==> config.mk <==
export PLATFORM = sky130hd
export DESIGN_NAME = delta_script_apply
export DESIGN_NICKNAME = d
export VERILOG_FILES = /design/src/rtl/core/dsa_pkg.sv /design/src/rtl/core/dsa_core.sv /design/src/rtl/core/delta_script_apply.sv
export SDC_FILE = /design/constraint.sdc
export NUM_CORES = 1
export LEC_CHECK = 0
export BUFFER_PORTS_ARGS = -buffer_cell sky130_fd_sc_hd__buf_2
export CAP_MARGIN = 20
export CORE_MARGIN = 1
export CORE_UTILIZATION = 50
export CTS_CLUSTER_DIAMETER = 60
export DETAILED_ROUTE_END_ITERATION = 16
export PLACE_DENSITY = 0.78
export SLEW_MARGIN = 20
export SYNTH_ARGS = -nofsm -noshare
export SYNTH_HDL_FRONTEND = slang
export SYNTH_SLANG_ARGS = --single-unit
export TNS_END_PERCENT = 30
==> constraint.sdc <==
create_clock -name aclk -period 3.9 [get_ports aclk]
set_input_delay 0.195 -clock aclk [delete_from_list [all_inputs] [get_ports aclk]]
set_output_delay 0.195 -clock aclk [all_outputs]
set_load 0.03 [all_outputs]
==> src/rtl/core/dsa_pkg.sv <==
// Shared types and constants for the delta script applier.
// No dependencies; used by dsa_core and delta_script_apply.
package dsa_pkg;

    localparam int COUNT_CHARS = 7;
    localparam int CNT_W       = 24;
    localparam int CHARS_W     = $clog2(COUNT_CHARS + 1);
    localparam logic [CNT_W-1:0] CNT_MAX = {CNT_W{1'b1}};

    localparam logic [7:0] CH_PLUS  = 8'h2B;
    localparam logic [7:0] CH_MINUS = 8'h2D;
    localparam logic [7:0] CH_DOT   = 8'h2E;
    localparam logic [7:0] CH_SPACE = 8'h20;
    localparam logic [7:0] CH_NL    = 8'h0A;
    localparam logic [7:0] CH_ZERO  = 8'h30;
    localparam logic [7:0] CH_NINE  = 8'h39;
    localparam logic [CNT_W-1:0] COPY_CAP = CNT_W'(256);

    typedef enum logic [1:0] {
        KIND_ADD  = 2'd0,
        KIND_DEL  = 2'd1,
        KIND_COPY = 2'd2
    } kind_t;

    typedef enum logic [1:0] {
        ERR_OK    = 2'd0,
        ERR_WRONG = 2'd1,
        ERR_LONG  = 2'd2
    } err_t;

    typedef struct packed {
        logic       operation;
        logic [7:0] data_byte;
        logic       stream_end;
    } item_t;

    typedef struct packed {
        logic       emit;
        logic [7:0] out_byte;
        logic       want_base;
        logic       done_res;
        err_t       error_code;
    } result_t;

endpackage

==> src/rtl/core/dsa_core.sv <==
// Script decoder: phase, count and end-of-run state plus the per-byte step logic.
// Depends on dsa_pkg.
module dsa_core (
    input  logic            aclk,
    input  logic            aresetn,
    input  logic            step,
    input  dsa_pkg::item_t  item,
    output dsa_pkg::result_t res
);

    typedef enum logic [2:0] {
        PH_CMD   = 3'd0,
        PH_COUNT = 3'd1,
        PH_LIT   = 3'd2,
        PH_SKIP  = 3'd3,
        PH_DEL   = 3'd4,
        PH_COPY  = 3'd5
    } phase_t;

    localparam int MUL_W = dsa_pkg::CNT_W + 4;
    localparam logic [dsa_pkg::CNT_W-1:0] MUL_LIMIT = dsa_pkg::CNT_MAX / 10;

    phase_t                         phase_reg,   phase_next;
    dsa_pkg::kind_t                 kind_reg,    kind_next;
    logic [dsa_pkg::CNT_W-1:0]      count_reg,   count_next;
    logic [dsa_pkg::CHARS_W-1:0]    chars_reg,   chars_next;
    logic                           stopped_reg, stopped_next;
    logic                           finished_reg, finished_next;

    logic                           base_phase;
    logic [7:0]                     term;
    logic [7:0]                     digit;
    logic [MUL_W-1:0]               prod;
    logic [dsa_pkg::CNT_W-1:0]      count_dec;

    always_comb begin
        base_phase = (phase_reg == PH_DEL) || (phase_reg == PH_COPY);
        term       = (kind_reg == dsa_pkg::KIND_ADD) ? dsa_pkg::CH_SPACE : dsa_pkg::CH_NL;
        digit      = item.data_byte - dsa_pkg::CH_ZERO;
        // count * 10 + digit, wide enough that it cannot wrap
        prod       = MUL_W'({count_reg, 3'b000}) + MUL_W'({count_reg, 1'b0})
                   + MUL_W'(digit[3:0]);
        count_dec  = count_reg - dsa_pkg::CNT_W'(1);

        phase_next    = phase_reg;
        kind_next     = kind_reg;
        count_next    = count_reg;
        chars_next    = chars_reg;
        stopped_next  = stopped_reg;
        finished_next = finished_reg;

        res            = '0;
        res.error_code = dsa_pkg::ERR_OK;

        if (finished_reg) begin
            // run over: input ignored
        end else if (!item.operation && item.stream_end) begin
            finished_next = 1'b1;
        end else if (item.operation != base_phase) begin
            res.error_code = dsa_pkg::ERR_WRONG;
        end else begin
            case (phase_reg)
                PH_CMD: begin
                    if (item.data_byte == dsa_pkg::CH_PLUS ||
                        item.data_byte == dsa_pkg::CH_MINUS ||
                        item.data_byte == dsa_pkg::CH_DOT) begin
                        kind_next    = (item.data_byte == dsa_pkg::CH_PLUS)  ? dsa_pkg::KIND_ADD :
                                       (item.data_byte == dsa_pkg::CH_MINUS) ? dsa_pkg::KIND_DEL :
                                                                               dsa_pkg::KIND_COPY;
                        count_next   = '0;
                        chars_next   = '0;
                        stopped_next = 1'b0;
                        phase_next   = PH_COUNT;
                    end else begin
                        finished_next = 1'b1;
                    end
                end
                PH_COUNT: begin
                    if (item.data_byte == term) begin
                        case (kind_reg)
                            dsa_pkg::KIND_ADD: phase_next = (count_reg != '0) ? PH_LIT : PH_SKIP;
                            dsa_pkg::KIND_DEL: phase_next = (count_reg != '0) ? PH_DEL : PH_CMD;
                            default: begin
                                // copy n+1 bytes, but exactly n for n of 256 or of CNT_MAX
                                if (count_reg != dsa_pkg::COPY_CAP &&
                                    count_reg != dsa_pkg::CNT_MAX) begin
                                    count_next = count_reg + dsa_pkg::CNT_W'(1);
                                end
                                phase_next = PH_COPY;
                            end
                        endcase
                    end else if (chars_reg >= dsa_pkg::CHARS_W'(dsa_pkg::COUNT_CHARS)) begin
                        res.error_code = dsa_pkg::ERR_LONG;
                    end else begin
                        chars_next = chars_reg + dsa_pkg::CHARS_W'(1);
                        if (!stopped_reg && item.data_byte >= dsa_pkg::CH_ZERO &&
                            item.data_byte <= dsa_pkg::CH_NINE) begin
                            if (count_reg > MUL_LIMIT || prod > MUL_W'(dsa_pkg::CNT_MAX)) begin
                                count_next = dsa_pkg::CNT_MAX;
                            end else begin
                                count_next = prod[dsa_pkg::CNT_W-1:0];
                            end
                        end else begin
                            stopped_next = 1'b1;
                        end
                    end
                end
                PH_LIT: begin
                    res.emit     = 1'b1;
                    res.out_byte = item.data_byte;
                    count_next   = count_dec;
                    if (count_dec == '0) phase_next = PH_SKIP;
                end
                PH_SKIP: begin
                    phase_next = PH_CMD;
                end
                PH_DEL: begin
                    count_next = count_dec;
                    if (count_dec == '0) phase_next = PH_CMD;
                end
                PH_COPY: begin
                    res.emit     = 1'b1;
                    res.out_byte = item.data_byte;
                    count_next   = count_dec;
                    if (count_dec == '0) phase_next = PH_CMD;
                end
                default: begin
                    phase_next = PH_CMD;
                end
            endcase
        end

        res.want_base = !finished_next && (phase_next == PH_DEL || phase_next == PH_COPY);
        res.done_res  = finished_next;
    end

    always_ff @(posedge aclk) begin
        if (!aresetn) begin
            phase_reg    <= PH_CMD;
            kind_reg     <= dsa_pkg::KIND_ADD;
            count_reg    <= '0;
            chars_reg    <= '0;
            stopped_reg  <= 1'b0;
            finished_reg <= 1'b0;
        end else if (step) begin
            phase_reg    <= phase_next;
            kind_reg     <= kind_next;
            count_reg    <= count_next;
            chars_reg    <= chars_next;
            stopped_reg  <= stopped_next;
            finished_reg <= finished_next;
        end
    end

    // end of run is sticky until reset
    assert property (@(posedge aclk) disable iff (!aresetn)
        finished_reg |=> finished_reg)
        else $error("finished flag dropped");

    // count never exceeds the allowed character count
    assert property (@(posedge aclk) disable iff (!aresetn)
        chars_reg <= dsa_pkg::CHARS_W'(dsa_pkg::COUNT_CHARS))
        else $error("count character tally out of range");

    // a byte is emitted only on a clean, live step
    assert property (@(posedge aclk) disable iff (!aresetn)
        res.emit |-> (res.error_code == dsa_pkg::ERR_OK && !res.done_res))
        else $error("emit with error or after end");

    // literal, delete and copy phases always hold a nonzero count
    assert property (@(posedge aclk) disable iff (!aresetn)
        (phase_reg == PH_LIT || phase_reg == PH_COPY || phase_reg == PH_DEL) |-> count_reg != '0)
        else $error("zero count in a transfer phase");

endmodule

==> src/rtl/core/delta_script_apply.sv <==
// Top level of the delta script applier: input register, decoder core, result register.
// Depends on dsa_pkg and dsa_core.
//
//  channel | ports                                             | direction
//  s_      | s_operation, s_data_byte, s_stream_end            | in  (valid/ready)
//  m_      | m_emit, m_out_byte, m_want_base, m_done_res,      | out (valid/ready)
//          | m_error_code                                      |
//
// One byte per cycle sustained while m_ready stays high; a byte taken in goes to the
// input register and, on a step of the core, to the result register, which drives m_valid.
// The phase/count update for a byte is a single step of dsa_core between the
// input register and the result register.
// Reset (aresetn low, synchronous) empties both registers and puts the core
// back to awaiting a command. A stalled result holds the pipe; s_ready drops
// only when both registers are full and m_ready is low.
module delta_script_apply (
    input  logic       aclk,
    input  logic       aresetn,
    input  logic       s_valid,
    output logic       s_ready,
    input  logic       s_operation,
    input  logic [7:0] s_data_byte,
    input  logic       s_stream_end,
    output logic       m_valid,
    input  logic       m_ready,
    output logic       m_emit,
    output logic [7:0] m_out_byte,
    output logic       m_want_base,
    output logic       m_done_res,
    output logic [1:0] m_error_code
);

    logic             in_valid_reg;
    dsa_pkg::item_t   in_item_reg;
    logic             m_valid_reg;
    dsa_pkg::result_t res_reg;
    dsa_pkg::result_t res_next;
    logic             out_ready;
    logic             step;

    assign out_ready = !m_valid_reg || m_ready;
    assign step      = in_valid_reg && out_ready;
    assign s_ready   = !in_valid_reg || out_ready;

    dsa_core u_core (
        .aclk    (aclk),
        .aresetn (aresetn),
        .step    (step),
        .item    (in_item_reg),
        .res     (res_next)
    );

    always_ff @(posedge aclk) begin
        if (!aresetn) begin
            in_valid_reg <= 1'b0;
        end else if (s_ready) begin
            in_valid_reg <= s_valid;
        end
    end

    always_ff @(posedge aclk) begin
        if (s_ready && s_valid) begin
            in_item_reg.operation  <= s_operation;
            in_item_reg.data_byte  <= s_data_byte;
            in_item_reg.stream_end <= s_stream_end;
        end
    end

    always_ff @(posedge aclk) begin
        if (!aresetn) begin
            m_valid_reg <= 1'b0;
        end else if (step) begin
            m_valid_reg <= 1'b1;
        end else if (m_ready) begin
            m_valid_reg <= 1'b0;
        end
    end

    always_ff @(posedge aclk) begin
        if (step) begin
            res_reg <= res_next;
        end
    end

    assign m_valid      = m_valid_reg;
    assign m_emit       = res_reg.emit;
    assign m_out_byte   = res_reg.out_byte;
    assign m_want_base  = res_reg.want_base;
    assign m_done_res   = res_reg.done_res;
    assign m_error_code = res_reg.error_code;

    // a result leaves the register only through a transfer
    assert property (@(posedge aclk) disable iff (!aresetn)
        $fell(m_valid_reg) |-> $past(m_ready))
        else $error("result dropped without transfer");

    // input side stalls only when both stages are occupied and blocked
    assert property (@(posedge aclk) disable iff (!aresetn)
        !s_ready |-> (in_valid_reg && m_valid_reg && !m_ready))
        else $error("input stalled needlessly");

endmodule

==> impl_metrics.py, run 1 <==
metrics = {
    "timing": {
        "rsz0062_at_grt": "no",
        "tns_ps": 0,
        "drv_slew": 0,
        "slew_headroom_pct": 30.4,
        "finalSetupViolations": 0,
        "max_freq_mhz": 269,
        "min_period_ps": 3710,
        "skew_ps": 6.87,
        "worst_pin_slew_ps": 1040,
        "setup_ws_ps": 187,
        "fin_crit_sh_pct": 95.2,
        "hold_violations": 0,
    },
    "worst_setup_path": {
        "worstSetupEndpoint": "u_core.count_reg[6]$_SDFFE_PN0P_",
        "path_common_cell": "o211ai_1",
        "r2r_setup_slack_ps": 190,
        "cp_slowest_cell": "fa_1",
        "crit_start": "in_item_reg[4]$_DFFE_PP_",
        "arrival_ps": 3950,
        "startpoint_type": "flop",
        "end_kind": "flop",
        "slowest_delay_ps": 510,
        "r2r_start": "in_item_reg[4]$_DFFE_PP_",
        "crit_chain": "fa_1 > fa_2 > a211o_1 > a211oi_1 > buf_4 > o211ai_1 > a41o_1 > a211oi_2 > o211ai_1 > buf_12 > nand2b_1 > a32o_1",
        "ff2ff_path_depth": 12,
        "crit_fanout": 23,
        "cp.required_ps": 4140,
        "rr_endpoint": "u_core.count_reg[6]$_SDFFE_PN0P_",
        "critPathKind": "flop to flop",
    },
    "synth": {
        "synth_nets": 766,
        "synthFlopType": "dfxtp_1",
        "syn_avg_cell_area_sq_um": 8.11,
        "syn_area_sq_um": 5640,
        "ys_seq_elements": 59,
        "synth_enable_flop_cells": 23,
        "synth.yosys.seq_area_share_pct": 25.0,
        "ys_async_sr_fraction_pct": 0,
        "synth_cells": 696,
        "synth_cell_types": 76,
        "yosysWarningCount": 0,
    },
    "layout": {
        "seq_area_sq_um": 1410,
        "fillerInstances": 984,
        "drive_gt1_share_pct": 12.6,
        "area_growth_pct": 11.2,
        "largest_register_ffs": 24,
        "antenna_cells": 0,
        "final_util_pct": 57.4,
        "final_nets": 782,
        "multi_input_area_sq_um": 4000,
        "postLayoutCellArea_sq_um": 6280,
    },
    "power_and_ir_drop": {
        "p_total_mw": 1.60,
        "power_density_nw_per_um2": 255,
        "ir_worst_vdd_mv": 0.209,
        "p_leak_nw": 2.79,
    },
    "clock_network": {
        "cts_sinks": 59,
        "cts_resized": 0,
        "cts_buffer_depth": 2,
        "post_cts_buffers": 0,
        "tritoncts": "done",
        "clk_pin_slew_ps": 60,
        "clock_latency_ps": 340,
        "cts-root-buf": "clkbuf_16",
        "htree_levels": 3,
        "holdBufCountCts": 0,
        "cts_made_buffers": 9,
    },
    "placement": {
        "gp_congestion": 0.903,
        "portBuffers": 28,
        "dp_hpwl_mm": 11.3,
        "dp_slack_ps": 74.9,
        "post_dp_cell_area_sq_um": 5970,
    },
    "routing": {
        "post_drt_via_cell_ratio": 6.54,
        "drtIter0Drc": 552,
        "drt_pass1_iterations": 5,
        "vias": 5609,
        "wl_per_cell_microns": 18.3,
        "routed_wl_mm": 15.6,
        "drc_errors": 0,
        "antenna_left": 0,
    },
    "floorplanning": {
        "start_util_pct": 51.6,
        "fp.coreArea_sq_um": 10900,
        "num_rows": 38,
        "pin_count": 29,
        "fp.dieArea_sq_um": 11700,
        "fp.dieH_microns": 108,
        "dieWidth_microns": 108,
    },
    "global_routing": {
        "grtUsageMet2_pct": 45.8,
        "grt_overflow": 0,
        "gr-usage-met1_pct": 36.4,
        "grt_max_degree": 43,
        "busiest_layer": "met2",
        "grt_antenna_before_repair": 0,
        "grt_usage_pct": 28.0,
        "met3_usage_pct": 5.00,
        "grt_pass1_wl_mm": 25.9,
        "grt_pass1_vias": 5427,
    },
    "job": {
        "cap_violations": 0,
    },
    "status": {
        "outcome": "completed",
    },
    "min_path": {
        "worstHoldPathType": "input port to flop",
    },
}
per-stage QoR:
step                instances  hold WS [ps]
floorplan                 696           294
global placement          841           373
detailed placement        841           374
CTS                       857          23.0
global route              857          20.0
finish                    857          22.3
logic make-up after synthesis:
logic type	after synthesis	share of synthesized area, %
AND/OR/NAND/NOR	259	24.2
AO/OA/AOI/OAI	202	24.5
buffers and inverters	62	4.48
flip-flops	59	25.0
adder cells (fa/ha/maj)	56	12.7
XOR/XNOR	53	8.22
multiplexers	5	0.909
critical path: cells and delay by family (launching register included):
family	cells	cell delay, ps
compound gates	7	1700
fa+ha+maj	2	960
buf+inv	2	370
flops	1	400
simple gates	1	150
cells in the final DEF, fill, tap and decap left out, types with 15 or more instances in the layout:
| cell | n |
|---|---|
| nand2_1 | 64 |
| nand3_1 | 19 |
| o21ai_0 | 52 |
| xnor2_1 | 22 |
| a31oi_1 | 15 |
| ha_1 | 54 |
| xor2_1 | 31 |
| edfxtp_1 | 23 |
| inv_1 | 15 |
| nor2_1 | 53 |
| dfxtp_1 | 36 |
| buf_2 | 28 |
| nor3_1 | 20 |
| buf_4 | 23 |
| a21oi_1 | 38 |
final cells by class:
class / count / area share (%)
clock inverter: 7 / 1.30
timing repair buffer: 52 / 5.30
tap: 140 / 2.79
clock buffer: 9 / 3.59
inverter: 15 / 0.897
sequential: 59 / 22.5
multi-input combinational: 575 / 63.7
cells in the mapped netlist, types with 4 or more instances:
master     count  area share (%)
nor2b_1        7            0.78
a21oi_1       38             3.4
nand4_1       12             1.3
xnor2_1       22             3.4
o221ai_1      13             2.0
a21o_1         9             1.2
a31oi_1       15             1.7
nand2_1       64             4.3
and2_1        13             1.4
ha_1          54              12
nand3_1       19             1.7
or3_1          4            0.44
nor2_1        53             3.5
o2bb2ai_1      4            0.62
edfxtp_1      23              12
dfxtp_1       36              13
nor4_1        13             1.4
o211ai_1      13             1.7
o21ai_0       52             4.6
mux2i_1        4            0.71
or4_1          5            0.67
clkbuf_1      35             2.3
and3_1         7            0.78
nor4b_1        4            0.62
nand3b_1       6            0.80
nand2b_1       7            0.78
xor2_1        31             4.8
inv_1         15             1.0
buf_2         10            0.89
and4_1         4            0.62
o21bai_1       4            0.53
nor3_1        21             1.9
worst min-delay path by stage:
stage,from,endpoint,slack [ps],cells past startpoint
floorplan,s_stream_end,in_item_reg[0]$_DFFE_PP_,290,0
global placement,s_data_byte[6],in_item_reg[7]$_DFFE_PP_,370,1
detailed placement,s_data_byte[5],in_item_reg[6]$_DFFE_PP_,370,1
CTS,s_data_byte[5],in_item_reg[6]$_DFFE_PP_,20,1
global route,s_data_byte[5],in_item_reg[6]$_DFFE_PP_,20,1
finish,s_data_byte[3],in_item_reg[4]$_DFFE_PP_,20,1
per-layer routing:
| layer | part of all wire (%) | wire length [microns] |
|---|---|---|
| met5 | 0 | 0 |
| met4 | 2.2 | 338 |
| met3 | 7.2 | 1120 |
| met2 | 47 | 7370 |
| met1 | 44 | 6820 |
power breakdown:
part	leakage (nW)	internal, mW	switching (mW)
registers	0.513	0.656	0.0102
logic	2.13	0.0376	0.0714
clock network	0.147	0.504	0.324
total	2.79	1.20	0.406
No activity file was read; power rests on OpenSTA's default activity.
==> run 2, diff against run 1 <==
--- a/config.mk
+++ b/config.mk
@@ -5,6 +5,7 @@
 export SDC_FILE = /design/constraint.sdc
 export NUM_CORES = 1
 export LEC_CHECK = 0
+export ABC_AREA = 1
 export BUFFER_PORTS_ARGS = -buffer_cell sky130_fd_sc_hd__buf_2
 export CAP_MARGIN = 20
 export CORE_MARGIN = 1
@@ -12,6 +13,7 @@
 export CTS_CLUSTER_DIAMETER = 60
 export DETAILED_ROUTE_END_ITERATION = 16
 export PLACE_DENSITY = 0.78
+export RECOVER_POWER = 100
 export SLEW_MARGIN = 20
 export SYNTH_ARGS = -nofsm -noshare
 export SYNTH_HDL_FRONTEND = slang
==> impl_metrics.py, run 2 <==
metrics = {
    "synth": {
        "ys_async_sr_fraction_pct": 0,
        "synthFlopType": "dfxtp_1",
        "yosysTopAreaCellShare_pct": 15.9,
        "synth_area_leaders": "nand2_1, dfxtp_1, edfxtp_1",
        "synth_largest_area_cell": "nand2_1",
        "synth_cells": 1009,
        "ys_top_cells_by_count": "nand2_1, nor2_1, inv_1",
        "synth_most_common_cell": "nand2_1",
        "yosysWarningCount": 0,
        "synth_enable_flop_cells": 23,
        "syn_avg_cell_area_sq_um": 6.32,
        "ys_seq_elements": 59,
        "syn_area_sq_um": 6380,
        "synth.yosys.seq_area_share_pct": 22.1,
        "synth_cell_types": 45,
        "synth_nets": 1079,
    },
    "layout": {
        "layout_common_cells": "nand2_1, nor2_1, inv_1",
        "drive_gt1_share_pct": 7.39,
        "postLayoutCellArea_sq_um": 6830,
        "fillerInstances": 1229,
        "seq_area_sq_um": 1410,
        "layout_commonest_cell": "nand2_1",
        "antenna_cells": 0,
        "final_nets": 1094,
        "largest_register_ffs": 24,
        "area_growth_pct": 7.14,
        "multi_input_area_sq_um": 4300,
    },
    "timing": {
        "slew_headroom_pct": -6.05,
        "fin_crit_sh_pct": 87.8,
        "worst_pin_slew_ps": 1590,
        "tns_ps": 0,
        "skew_ps": 8.77,
        "hold_violations": 0,
        "min_period_ps": 3420,
        "finalSetupViolations": 0,
        "rsz0062_at_grt": "no",
        "drv_slew": 31,
        "max_freq_mhz": 292,
    },
    "worst_setup_path": {
        "slowest_delay_ps": 540,
        "rr_endpoint": "u_core.count_reg[14]$_SDFFE_PN0P_",
        "arrival_ps": 3650,
        "cp.required_ps": 4130,
        "r2r_setup_slack_ps": 480,
        "critPathKind": "flop to flop",
        "path_common_cell": "nand2_1",
        "r2r_start": "u_core.count_reg[2]$_SDFFE_PN0P_",
        "crit_fanout": 24,
        "end_kind": "flop",
        "crit_chain": "fa_1 > fa_1 > a21oi_1 > o21ai_0 > nand2_1 > nand2_1 > nand2_1 > nand2_1 > nand2_1 > nand2_1 > nand2_1 > nand2_1 > nor2_2 > buf_4 > nand3_1 > nand2_1 > a21oi_1",
        "worstSetupEndpoint": "u_core.count_reg[14]$_SDFFE_PN0P_",
        "ff2ff_path_depth": 17,
        "cp_slowest_cell": "fa_1",
        "startpoint_type": "flop",
        "crit_start": "u_core.count_reg[2]$_SDFFE_PN0P_",
    },
    "power_and_ir_drop": {
        "p_switching_mw": 0.563,
        "power.share.switching_pct": 32.1,
        "p_total_mw": 1.75,
        "combPwrFrac_pct": 17.1,
        "sequentialPowerShare_pct": 38.9,
        "pwr-share-clk_pct": 44.0,
        "p_leak_nw": 3.57,
        "p_int_mw": 1.19,
        "power_density_nw_per_um2": 256,
        "ir_worst_vdd_mv": 0.255,
    },
    "clock_network": {
        "tritoncts": "done",
        "holdBufCountCts": 0,
        "htree_levels": 3,
        "clk_pin_slew_ps": 60,
        "cts_sinks": 59,
        "cts-root-buf": "clkbuf_16",
        "cts_made_buffers": 9,
        "clock_latency_ps": 340,
        "post_cts_buffers": 0,
        "cts_resized": 0,
        "cts_buffer_depth": 2,
    },
    "status": {
        "violations": "max-capacitance violations, max-slew violations",
        "outcome": "complete, but fails checks",
    },
    "routing": {
        "drc_errors": 0,
        "drt_pass1_iterations": 6,
        "post_drt_via_cell_ratio": 5.64,
        "drtIter0Drc": 792,
        "antenna_left": 0,
        "wl_per_cell_microns": 15.3,
        "routed_wl_mm": 18.4,
        "vias": 6754,
    },
    "min_path": {
        "worstHoldPathType": "input port to flop",
    },
    "floorplanning": {
        "fp.coreArea_sq_um": 12200,
        "fp.dieH_microns": 115,
        "pin_count": 29,
        "num_rows": 40,
        "fp.dieArea_sq_um": 13200,
        "start_util_pct": 52.2,
        "dieWidth_microns": 115,
    },
    "placement": {
        "portBuffers": 28,
        "dp_hpwl_mm": 13.7,
        "post_dp_cell_area_sq_um": 6630,
        "gp_congestion": 1.01,
    },
    "global_routing": {
        "grt_antenna_before_repair": 0,
        "grt_usage_pct": 29.0,
        "grt_pass1_wl_mm": 29.9,
        "grt_max_degree": 31,
        "grt_overflow": 0,
        "grt_pass1_vias": 6051,
    },
    "job": {
        "cap_violations": 1,
    },
}
[run 2: per-layer routing]
metal  wire length (microns)  track usage (%)
met1                    8240             39.8
met2                    7990             45.1
met3                    1540             5.38
met4                     582             10.6
met5                       0                0
[run 2: worst min-delay path by stage]
stage / from / cells past startpoint / endpoint
2_1_floorplan: s_stream_end / 0 / in_item_reg[0]$_DFFE_PP_
3_3_place_gp: s_data_byte[1] / 1 / in_item_reg[2]$_DFFE_PP_
3_5_place_dp: s_data_byte[3] / 1 / in_item_reg[4]$_DFFE_PP_
4_1_cts: s_data_byte[3] / 1 / in_item_reg[4]$_DFFE_PP_
5_1_grt: s_data_byte[5] / 1 / in_item_reg[6]$_DFFE_PP_
6_report: s_data_byte[3] / 1 / in_item_reg[4]$_DFFE_PP_
[run 2: cell type report]
type	count	share of cell area [%]
Clock buffer	9	3.30
Tap cell	168	3.08
Multi-Input combinational cell	800	62.9
Inverter	119	6.54
Sequential cell	59	20.7
Timing Repair Buffer	35	2.71
Clock inverter	7	0.879
[run 2: power by group through the flow]
stage | Combinational (mW) | Clock, mW | Sequential [mW]
CTS | 0.299 | 0.780 | 0.680
floorplan | 0.216 | 0 | 0.700
detailed placement | 0.297 | 0 | 0.693
global route | 0.336 | 0.799 | 0.682
global placement | 0.292 | 0 | 0.692
finish | 0.300 | 0.771 | 0.681
[run 2: metrics by stage]
stage	cells	hold WS (ps)	util [%]	setup slack [ps]
6_report	1197	32.4	56.0	475
5_1_grt	1197	23.9	56.0	172
4_1_cts	1197	24.6	56.6	550
3_5_place_dp	1181	373	54.3	569
3_3_place_gp	1181	371	54.3	663
2_1_floorplan	1009	294	-	1050
[run 2: cells by family (layout without fill, tap and decap cells)]
kind of cell               after synthesis  after routing  share of synthesized area (%)
AOI/OAI and AO/OA                      163            163                           16.1
DFF                                     59             59                           22.1
and+or+nand+nor                        550            550                           36.6
xor gates and xnor gates                31             31                           4.26
buffers and inverters                  150            170                           9.65
adders and majority gates               56             56                           11.2
[run 2: critical path, delay by kind of cell, from the launching register on]
kind | cells | cell delay, ps
buf+inv | 1 | 310
flops | 1 | 510
simple gates | 11 | 980
compound gates | 3 | 470
fa+ha+maj | 2 | 1020
==> run 3, diff against run 2 <==
--- a/config.mk
+++ b/config.mk
@@ -5,7 +5,6 @@
 export SDC_FILE = /design/constraint.sdc
 export NUM_CORES = 1
 export LEC_CHECK = 0
-export ABC_AREA = 1
 export BUFFER_PORTS_ARGS = -buffer_cell sky130_fd_sc_hd__buf_2
 export CAP_MARGIN = 20
 export CORE_MARGIN = 1
==> impl_metrics.py, run 3 (synthesis results as in run 1) <==
metrics = {
    "layout": {
        "area_growth_pct": 10.3,
        "final_nets": 782,
        "largest_register_ffs": 24,
        "postLayoutCellArea_sq_um": 6230,
        "antenna_cells": 0,
        "drive_gt1_share_pct": 9.21,
        "layout_common_cells": "nand2_1, nor2_1, ha_1",
        "layout_commonest_cell": "nand2_1",
    },
    "power_and_ir_drop": {
        "p_switching_mw": 0.401,
        "ir_worst_vdd_mv": 0.207,
        "power.share.switching_pct": 25.1,
        "combPwrFrac_pct": 6.6,
        "sequentialPowerShare_pct": 41.8,
        "pwr-share-clk_pct": 51.6,
        "p_int_mw": 1.19,
        "p_leak_nw": 2.71,
        "power_density_nw_per_um2": 256,
    },
    "placement": {
        "portBuffers": 28,
        "dp_slack_ps": 74.9,
        "post_dp_cell_area_sq_um": 5970,
        "dp_hpwl_mm": 11.3,
        "gp_congestion": 0.903,
    },
    "floorplanning": {
        "pin_count": 29,
        "fp.dieArea_sq_um": 11700,
        "start_util_pct": 51.6,
        "fp.coreArea_sq_um": 10900,
        "dieWidth_microns": 108,
        "fp.dieH_microns": 108,
        "num_rows": 38,
    },
    "routing": {
        "wl_per_cell_microns": 18.2,
        "antenna_left": 0,
        "drc_errors": 0,
        "drtIter0Drc": 562,
        "routed_wl_mm": 15.6,
        "post_drt_via_cell_ratio": 6.52,
        "drt_pass1_iterations": 6,
        "vias": 5589,
    },
    "timing": {
        "finalSetupViolations": 0,
        "fin_crit_sh_pct": 95.2,
        "tns_ps": 0,
        "slew_headroom_pct": 4.17,
        "worst_pin_slew_ps": 1440,
        "max_freq_mhz": 269,
        "drv_slew": 0,
        "skew_ps": 7.99,
        "setup_ws_ps": 186,
        "hold_violations": 0,
        "rsz0062_at_grt": "no",
        "min_period_ps": 3710,
    },
    "global_routing": {
        "grt_max_degree": 43,
        "grt_antenna_before_repair": 0,
        "grt_overflow": 0,
        "grt_pass1_vias": 5427,
        "grt_usage_pct": 28.0,
        "grt_pass1_wl_mm": 25.9,
    },
    "clock_network": {
        "tritoncts": "done",
        "cts-root-buf": "clkbuf_16",
        "cts_made_buffers": 9,
        "clock_latency_ps": 340,
        "clk_pin_slew_ps": 60,
        "cts_buffer_depth": 2,
        "cts_sinks": 59,
        "htree_levels": 3,
        "holdBufCountCts": 0,
    },
    "worst_setup_path": {
        "arrival_ps": 3940,
        "critPathKind": "flop to flop",
        "end_kind": "flop",
        "r2r_setup_slack_ps": 190,
        "startpoint_type": "flop",
        "cp.required_ps": 4130,
        "crit_fanout": 23,
    },
    "min_path": {
        "worstHoldPathType": "input port to flop",
    },
    "status": {
        "outcome": "completed",
    },
    "job": {
        "cap_violations": 0,
    },
}
[run 3: metrics by stage]
| stage | power (mW) | instances | util [%] | hold slack [ps] |
|---|---|---|---|---|
| global placement | 0.782 | 841 | 54.6 | 373 |
| detailed placement | 0.786 | 841 | 54.6 | 374 |
| global route | 1.64 | 857 | 56.9 | 20.0 |
| finish | 1.59 | 857 | 56.9 | 24.6 |
| CTS | 1.60 | 857 | 57.4 | 23.0 |
| floorplan | 0.752 | 696 | - | 294 |
[run 3: path summary, 6_finish.rpt]
path / startpoint / end / depth (start not counted)
max: in_item_reg[4]$_DFFE_PP_ / u_core.count_reg[14]$_SDFFE_PN0P_ / 12
min: s_data_byte[3] / in_item_reg[4]$_DFFE_PP_ / 1
max reg2reg: in_item_reg[4]$_DFFE_PP_ / u_core.count_reg[14]$_SDFFE_PN0P_ / 12
min reg2reg: u_core.chars_reg[2]$_SDFFE_PN0P_ / u_core.chars_reg[2]$_SDFFE_PN0P_ / 2
[run 3: repair_timing]
action / 4_1_cts / 5_1_grt
buffers inserted: 0 / 0
endpoints found under the setup margin: 0 / 17
gates resized for setup: 0 / 1
[run 3: per-layer routing]
layer / track usage, % / up-vias / wire [microns]
li1: - / 2652 / -
met1: 36.4 / 2652 / 6800
met2: 45.8 / 250 / 7360
met3: 5.00 / 35 / 1130
met4: 11.0 / 0 / 325
met5: 0 / - / 0
[run 3: critical path, stage by stage (launching register included)]
cell      delay, ps
edfxtp_1        400
fa_1            520
fa_2            450
a211o_1         320
a211oi_1        260
buf_4           170
o211ai_1        160
a41o_1          320
a211oi_2        230
o211ai_1        170
buf_12          190
nand2b_1        140
a32o_1          240
[run 3: layout make-up]
cell class / instances / area (sq um)
fillers: 1000 / 4710
clock buffers: 9 / 225
well taps: 140 / 175
clock inverters: 7 / 81.3
repair buffers: 52 / 302
multi-input cells: 575 / 3980
flip-flops and latches: 59 / 1410
inverters: 15 / 56.3
[run 3: power by group through the flow]
stage / registers, mW / logic [mW] / clock network [mW]
after floorplan: 0.689 / 0.0624 / 0
after global placement: 0.678 / 0.104 / 0
after detailed placement: 0.679 / 0.107 / 0
after CTS: 0.666 / 0.107 / 0.828
after global routing: 0.668 / 0.114 / 0.857
final: 0.666 / 0.105 / 0.823
